<file path="src/design/permutation_unrank_core_assert.svh">
// Assertion macros shared by the permutation unrank RTL
`ifndef PERMUTATION_UNRANK_CORE_ASSERT_SVH
`define PERMUTATION_UNRANK_CORE_ASSERT_SVH

// Same-cycle implication, disabled in reset
`define PU_ASSERT_NOW(label, clk, rst, ante, cons, msg) \
  label: assert property (@(posedge clk) disable iff (rst) (ante) |-> (cons)) \
    else $error(msg);

// Next-cycle implication, disabled in reset
`define PU_ASSERT_NXT(label, clk, rst, ante, cons, msg) \
  label: assert property (@(posedge clk) disable iff (rst) (ante) |=> (cons)) \
    else $error(msg);

`endif

</file>
<file path="src/design/perm_pkg.sv">
// Package: widths, sequencer states and saturated factorial for permutation unrank
`timescale 1ns / 1ps

package perm_pkg;

  localparam int SET_W   = 4;
  localparam int RANK_W  = 29;
  localparam int ELEM_W  = 4;
  // one bit over the rank so 2^RANK_W (saturation value) fits
  localparam int FACT_W  = RANK_W + 1;
  localparam int MAX_SET_DEF = 12;

  localparam logic [FACT_W-1:0] FACT_SAT = FACT_W'(64'd1 << RANK_W);

  typedef enum logic [2:0] {
    ST_IDLE,
    ST_CHECK,
    ST_DEC,
    ST_DIV,
    ST_PICK,
    ST_ERR
  } state_t;

  // Factorial clamped at 2^RANK_W; any clamped value exceeds every rank
  function automatic logic [FACT_W-1:0] fact_sat(input int n);
    longint p;
    p = 1;
    for (int j = 1; j <= n; j++) begin
      p = p * j;
      if (p > longint'(FACT_SAT)) p = longint'(FACT_SAT);
    end
    return FACT_W'(p);
  endfunction

endpackage

</file>
<file path="src/design/perm_if.sv">
// Request and result channel interfaces for permutation unrank
`timescale 1ns / 1ps

interface perm_in_if;
  logic                          valid;
  logic                          ready;
  logic [perm_pkg::SET_W-1:0]    set_size;
  logic [perm_pkg::RANK_W-1:0]   rank;

  modport source (output valid, set_size, rank, input ready);
  modport sink   (input valid, set_size, rank, output ready);
endinterface

interface perm_out_if;
  logic                          valid;
  logic                          ready;
  logic [perm_pkg::ELEM_W-1:0]   element;
  logic                          last;
  logic                          error;

  modport source (output valid, element, last, error, input ready);
  modport sink   (input valid, element, last, error, output ready);
endinterface

</file>
<file path="src/design/perm_sub.sv">
// Shared subtract/compare unit: difference and borrow of two factorial-width values
`timescale 1ns / 1ps

module perm_sub (
  input  logic [perm_pkg::FACT_W-1:0] a,
  input  logic [perm_pkg::FACT_W-1:0] b,
  output logic [perm_pkg::FACT_W-1:0] diff,
  output logic                        borrow
);

  // borrow set when b > a
  assign {borrow, diff} = {1'b0, a} - {1'b0, b};

endmodule

</file>
<file path="src/design/permutation_unrank_core.sv">
// Each factorial-base digit is found by repeated subtraction in one shared subtractor,
// one subtraction per cycle; the element pick and list shift follow in their own state.
// Bad size: error straight from idle; bad rank (zero or above n!): from the check or decrement state.
// One request in flight; the result register lets the next request enter while it waits.
// Reset (rst, synchronous) returns the sequencer to idle and drops the result valid.
`timescale 1ns / 1ps
`include "permutation_unrank_core_assert.svh"

module permutation_unrank_core #(
  parameter int MAX_SET = perm_pkg::MAX_SET_DEF
) (
  input  logic             clk,
  input  logic             rst,
  perm_in_if.sink          req,
  perm_out_if.source       res
);

  localparam int CW = $clog2(MAX_SET + 1);
  localparam int IW = (MAX_SET > 1) ? $clog2(MAX_SET) : 1;

  perm_pkg::state_t state, state_next;

  logic [perm_pkg::RANK_W-1:0] k;
  logic [CW-1:0]               remaining;
  logic [CW-1:0]               idx;
  logic [perm_pkg::ELEM_W-1:0] pool [MAX_SET];

  logic                        out_valid;
  logic [perm_pkg::ELEM_W-1:0] out_elem;
  logic                        out_last;
  logic                        out_err;

  logic [perm_pkg::FACT_W-1:0] fact_tbl [MAX_SET + 1];
  logic [perm_pkg::FACT_W-1:0] sub_a, sub_b, sub_diff;
  logic                        sub_borrow;
  logic                        req_acc, out_free, size_bad;

  // Saturated factorial table, elaborated as constants
  for (genvar g = 0; g <= MAX_SET; g++) begin : g_fact
    assign fact_tbl[g] = perm_pkg::fact_sat(g);
  end

  perm_sub u_sub (
    .a      (sub_a),
    .b      (sub_b),
    .diff   (sub_diff),
    .borrow (sub_borrow)
  );

  assign req.ready = (state == perm_pkg::ST_IDLE);
  assign req_acc   = req.valid && req.ready;
  assign out_free  = !out_valid || res.ready;
  assign size_bad  = (req.set_size == '0) ||
                     ({1'b0, req.set_size} > (perm_pkg::SET_W + 1)'(MAX_SET));

  assign res.valid   = out_valid;
  assign res.element = out_elem;
  assign res.last    = out_last;
  assign res.error   = out_err;

  // Next state
  always_comb begin
    state_next = state;
    unique case (state)
      perm_pkg::ST_IDLE:  if (req_acc) state_next = size_bad ? perm_pkg::ST_ERR
                                                             : perm_pkg::ST_CHECK;
      perm_pkg::ST_CHECK: state_next = sub_borrow ? perm_pkg::ST_ERR : perm_pkg::ST_DEC;
      perm_pkg::ST_DEC:   state_next = sub_borrow ? perm_pkg::ST_ERR : perm_pkg::ST_DIV;
      perm_pkg::ST_DIV:   if (sub_borrow) state_next = perm_pkg::ST_PICK;
      perm_pkg::ST_PICK: begin
        if (out_free) state_next = (remaining == CW'(1)) ? perm_pkg::ST_IDLE
                                                         : perm_pkg::ST_DIV;
      end
      perm_pkg::ST_ERR:   if (out_free) state_next = perm_pkg::ST_IDLE;
      default:            state_next = perm_pkg::ST_IDLE;
    endcase
  end

  // Shared subtractor operands per state
  always_comb begin
    sub_a = '0;
    sub_b = '0;
    unique case (state)
      // rank > n! check
      perm_pkg::ST_CHECK: begin
        sub_a = fact_tbl[remaining];
        sub_b = perm_pkg::FACT_W'(k);
      end
      // zero-base the rank; borrow means rank was zero
      perm_pkg::ST_DEC: begin
        sub_a = perm_pkg::FACT_W'(k);
        sub_b = perm_pkg::FACT_W'(1);
      end
      // one quotient step against (remaining-1)!
      perm_pkg::ST_DIV: begin
        sub_a = perm_pkg::FACT_W'(k);
        sub_b = fact_tbl[CW'(remaining - CW'(1))];
      end
      default: begin
        sub_a = '0;
        sub_b = '0;
      end
    endcase
  end

  always_ff @(posedge clk) begin
    if (rst) state <= perm_pkg::ST_IDLE;
    else     state <= state_next;
  end

  // Working registers and list of unused values
  always_ff @(posedge clk) begin
    unique case (state)
      perm_pkg::ST_IDLE: begin
        if (req_acc) begin
          k         <= req.rank;
          remaining <= CW'(req.set_size);
          idx       <= '0;
          for (int j = 0; j < MAX_SET; j++) pool[j] <= perm_pkg::ELEM_W'(j + 1);
        end
      end
      perm_pkg::ST_DEC: k <= sub_diff[perm_pkg::RANK_W-1:0];
      perm_pkg::ST_DIV: begin
        if (!sub_borrow) begin
          k   <= sub_diff[perm_pkg::RANK_W-1:0];
          idx <= idx + CW'(1);
        end
      end
      perm_pkg::ST_PICK: begin
        if (out_free) begin
          // close the gap left by the picked value
          for (int j = 0; j < MAX_SET - 1; j++) begin
            if (CW'(j) >= idx) pool[j] <= pool[j + 1];
          end
          remaining <= remaining - CW'(1);
          idx       <= '0;
        end
      end
      default: ;
    endcase
  end

  // Result register
  always_ff @(posedge clk) begin
    if (rst) begin
      out_valid <= 1'b0;
    end else if ((state == perm_pkg::ST_PICK || state == perm_pkg::ST_ERR) && out_free) begin
      out_valid <= 1'b1;
    end else if (res.ready) begin
      out_valid <= 1'b0;
    end
  end

  always_ff @(posedge clk) begin
    if (out_free) begin
      if (state == perm_pkg::ST_PICK) begin
        out_elem <= pool[idx[IW-1:0]];
        out_last <= (remaining == CW'(1));
        out_err  <= 1'b0;
      end else if (state == perm_pkg::ST_ERR) begin
        out_elem <= '0;
        out_last <= 1'b1;
        out_err  <= 1'b1;
      end
    end
  end

  // Checks
  `PU_ASSERT_NOW(a_err_shape, clk, rst, res.valid && res.error, (res.element == '0) && res.last, "error result must carry element 0 and last")
  `PU_ASSERT_NOW(a_digit_range, clk, rst, (state == perm_pkg::ST_DIV) || (state == perm_pkg::ST_PICK), (remaining != '0) && (idx < remaining), "digit out of range of unused list")
  `PU_ASSERT_NXT(a_pick_emits, clk, rst, (state == perm_pkg::ST_PICK) && out_free, res.valid && !res.error, "picked element not presented")
  `PU_ASSERT_NOW(a_idle_on_err, clk, rst, (state == perm_pkg::ST_ERR) || (state == perm_pkg::ST_PICK), !req.ready, "request taken while busy")

endmodule
</file>
<file path="src/flat_wrapper.sv">
// flat-port wrapper written by rule: the top's interface ports become plain ports
module permutation_unrank_core_flat 
#(
  parameter int MAX_SET = perm_pkg::MAX_SET_DEF
)
  (clk, rst, req_valid, req_set_size, req_rank, req_ready, res_valid, res_element, res_last, res_error, res_ready);
  perm_in_if req_i ();
  perm_out_if res_i ();
  input  logic clk;
  input  logic rst;
  input wire logic [$bits(req_i.valid)-1:0] req_valid;
  input wire logic [$bits(req_i.set_size)-1:0] req_set_size;
  input wire logic [$bits(req_i.rank)-1:0] req_rank;
  output wire logic [$bits(req_i.ready)-1:0] req_ready;
  output wire logic [$bits(res_i.valid)-1:0] res_valid;
  output wire logic [$bits(res_i.element)-1:0] res_element;
  output wire logic [$bits(res_i.last)-1:0] res_last;
  output wire logic [$bits(res_i.error)-1:0] res_error;
  input wire logic [$bits(res_i.ready)-1:0] res_ready;
  assign req_i.valid = req_valid;
  assign req_i.set_size = req_set_size;
  assign req_i.rank = req_rank;
  assign req_ready = req_i.ready;
  assign res_valid = res_i.valid;
  assign res_element = res_i.element;
  assign res_last = res_i.last;
  assign res_error = res_i.error;
  assign res_i.ready = res_ready;
  permutation_unrank_core #(.MAX_SET(MAX_SET)) u_core (.clk(clk), .rst(rst), .req(req_i), .res(res_i));
endmodule
</file>
<file path="config.mk">
export PLATFORM = sky130hd
export DESIGN_NAME = permutation_unrank_core_flat
export DESIGN_NICKNAME = d
export VERILOG_FILES = /design/src/design/perm_pkg.sv /design/src/design/perm_if.sv /design/src/design/perm_sub.sv /design/src/design/permutation_unrank_core.sv /design/src/flat_wrapper.sv
export VERILOG_INCLUDE_DIRS = /design/src /design/src/design
export SDC_FILE = /design/constraint.sdc
export NUM_CORES = 1
export LEC_CHECK = 0
export ABC_AREA = 0
export BUFFER_PORTS_ARGS = -buffer_cell sky130_fd_sc_hd__buf_2
export CAP_MARGIN = 20
export CORE_MARGIN = 2
export CORE_UTILIZATION = 50
export CTS_CLUSTER_SIZE = 20
export DETAILED_ROUTE_END_ITERATION = 10
export PLACE_DENSITY = 0.68
export SYNTH_ARGS = -nofsm -noshare
export SYNTH_HDL_FRONTEND = slang
export SYNTH_SLANG_ARGS = --single-unit
export TNS_END_PERCENT = 5
</file>
<file path="constraint.sdc">
create_clock -name clk -period 12 [get_ports clk]
set_clock_uncertainty 0.1 [all_clocks]
set_input_delay 0.6 -clock clk [delete_from_list [all_inputs] [get_ports clk]]
set_output_delay 0.6 -clock clk [all_outputs]
set_load 0.005 [all_outputs]
</file>
==> results.sh <==
export IMPL_status="complete, no violations"
export IMPL_synth_seq_cells=90
export IMPL_relSlewSlack=0.423
export IMPL_path_max_fanout=33
export IMPL_rows=41
export IMPL_grt_first_pass_wirelength_mm=25.2
export IMPL_cts_setup_buffers=0
export IMPL_synth_nets=736
export IMPL_drv_slew=0
export IMPL_fin_crit_ns=5.51
export IMPL_drcViolationCount=0
export IMPL_insertion_delay_ns=0.36
export IMPL_ir_drop_v=0.000151
export IMPL_nets=765
export IMPL_root_buffer="clkbuf_16"
export IMPL_tritoncts="yes"
export IMPL_gp_congestion=0.936
export IMPL_yosysWarnings=0
export IMPL_final_antenna_net_count=0
export IMPL_finalSetupViolCount=0
export IMPL_fp_dieW_um=117
export IMPL_clock_sinks=90
export IMPL_cp_start_kind="flip-flop"
export IMPL_netlist_area_um2=6330
export IMPL_synth_cell_type_count=65
export IMPL_async_flop_share=0
export IMPL_hold_buffers=0
export IMPL_vias_per_cell=6.07
export IMPL_track_usage=0.241
export IMPL_fin_crit_sh=0.459
export IMPL_finalSetupTns_ns=0
export IMPL_wirelength_mm=15.6
export IMPL_clkTransAtPathRegs_ns=0.07
export IMPL_die_area_um2=13600
export IMPL_hold_violations=0
export IMPL_fin_ws_ns=6.49
export IMPL_vias=5238
export IMPL_power_density_nw_per_um2=310
export IMPL_grt_pass1_vias=4990
export IMPL_cp_end_kind="flip-flop"
export IMPL_final_util=0.563
export IMPL_ys_dominant_reg_cell="edfxtp_1"
export IMPL_antenna_found_initial=0
export IMPL_fin_hold_ws_ns=0.333
export IMPL_initial_core_util=0.508
export IMPL_p_total_mw=2.18
export IMPL_overflow=0
export IMPL_coreArea_um2=12500
export IMPL_hpwl_mm=11.5
export IMPL_ys_seq_area_frac=0.414
export IMPL_worst_pin_slew_ns=0.859
export IMPL_syn_to_final_growth_pct=10.8
export IMPL_drv_cap=0
export IMPL_htreeDepth=3
export IMPL_fmaxAchievable_mhz=181
export IMPL_die_h_um=117
export IMPL_cts_buffer_depth=2
export IMPL_crit_type="reg2reg"
export IMPL_initialDrtViolationCount=498
export IMPL_syn_inst=657
export IMPL_dpl_worst_slack_ns=6.53
export IMPL_critPathArrivalTime_ns=5.44
export IMPL_synth_edff_count=82
export IMPL_io_buffers=44
export IMPL_rsz0062_at_grt="no"
export IMPL_firstDrtPassIters=6
export IMPL_wl_per_cell_um=18.1
export IMPL_io_pins=45
export IMPL_cts_resized=0
export IMPL_syn_mean_instance_area_um2=9.63
export IMPL_cts_made_buffers=9
export IMPL_grt_max_degree=60
export IMPL_min_path_type="in2reg"
export IMPL_diodes=0
export IMPL_layout_drive_gt1_share=0.140
export IMPL_p_leak_nw=2.79
export IMPL_critPathRequiredTime_ns=11.92
==> registers in the layout (all words and copies together) (netlist names), named ones only <==
register	cells
u_core.idx	4
u_core.res.error	1
u_core.res.element	4
u_core.remaining	4
u_core.state	3
u_core.res.last	1
u_core.k	29
u_core.res.valid	1
u_core.pool	39
==> cells in the final DEF (no fill, tap or decap), drive strengths merged, types with 6 or more instances in the layout <==
cell and n:
o21a 10, dfxtp 8, inv 25, ha 41
a211oi 11, o211ai 8, and3 12, edfxtp 82
a21oi 50, nand2 64, a32o 6, mux4 7
a22oi 11, xor2 14, xnor2 15, nor2 45
o21ai 63, buf 49, nor2b 14, a21o 21
nand3 10, clkbuf 10, or3 6, nand2b 19
nor3 11, and2 20
==> layer usage <==
layer | part of all wire | up-vias | wire length [um] | GRT usage
li1 | - | 2497 | - | -
met1 | 0.44 | 2523 | 6940 | 0.325
met2 | 0.48 | 198 | 7480 | 0.397
met3 | 0.059 | 20 | 924 | 0.0431
met4 | 0.018 | 0 | 281 | 0.0778
met5 | 0 | - | 0 | 0
==> cell families after synthesis <==
family	synth area share
adder cells (fa/ha/maj)	0.0842
XOR/XNOR	0.0401
AND/OR/NAND/NOR	0.167
buffers and inverters	0.0308
multiplexers	0.0417
flip-flops	0.414
AO/OA/AOI/OAI	0.221
==> where the power goes <==
| part | leakage [nW] | switching, mW | internal [mW] |
|---|---|---|---|
| logic | 1.82 | 0.725 | 0.520 |
| clock network | 0.154 | 0.137 | 0.172 |
| registers | 0.814 | 0.118 | 0.504 |
| total | 2.79 | 0.980 | 1.20 |
==> per-stage QoR <==
step | std cells | instance area, um^2
floorplan | 657 | 6330
global placement | 847 | 6700
detailed placement | 847 | 6700
CTS | 863 | 7010
global route | 863 | 7010
finish | 863 | 7010
==> cell type report <==
type	instances	area (um^2)
fill	1085	5450
multi-input combinational	515	3520
sequential	90	2620
timing repair buffer	49	258
clock buffer	10	239
tap	172	215
inverter	21	78.8
clock inverter	6	77.6
==> critical path, stage by stage, from the launching register on <==
cell	delay (ns)
dfxtp_1	0.51
nor2b_1	0.55
nor2b_2	0.25
buf_4	0.34
nand2_1	0.22
nor2_1	0.50
a21o_1	0.15
ha_1	0.21
nand2_1	0.08
nor2_1	0.31
nand2_1	0.13
a211oi_2	0.35
o31ai_2	0.14
a211oi_4	0.38
a21oi_1	0.13
nor2_2	0.38
buf_4	0.40
==> synth_stat cells, types with 8 or more instances <==
master,instances,area (um^2)
clkbuf_1,29,109
o21ai_0,63,315
a21o_1,20,150
a22oi_1,10,75.1
nand2_1,64,240
xor2_1,14,123
nor2_1,45,169
xnor2_1,15,131
a21oi_1,50,250
nand2b_1,19,119
edfxtp_1,82,2460
ha_1,41,513
a211oi_1,9,67.6
nor2b_1,14,87.6
and2_1,19,119
o21a_1,10,75.1
dfxtp_1,8,160
and3_1,11,68.8
inv_1,21,78.8
nor3_1,11,55.1
nand3_1,9,45.0
==> path summary, 6_finish.rpt <==
path                                    from                         endpoint  slack, ns  depth (start not counted)
min                                      rst     u_core.state[1]$_SDFFE_PP0P_       0.33                          2
max             u_core.state[0]$_SDFFE_PP0P_            u_core.k[3]$_DFFE_PP_       6.49                         16
max reg2reg     u_core.state[0]$_SDFFE_PP0P_            u_core.k[3]$_DFFE_PP_       6.49                         16
min reg2reg  u_core.pool[6][2]$_SDFFCE_PN1P_  u_core.pool[5][2]$_SDFFCE_PN1P_       0.43                          1
No activity file was read; power rests on OpenSTA's default activity.
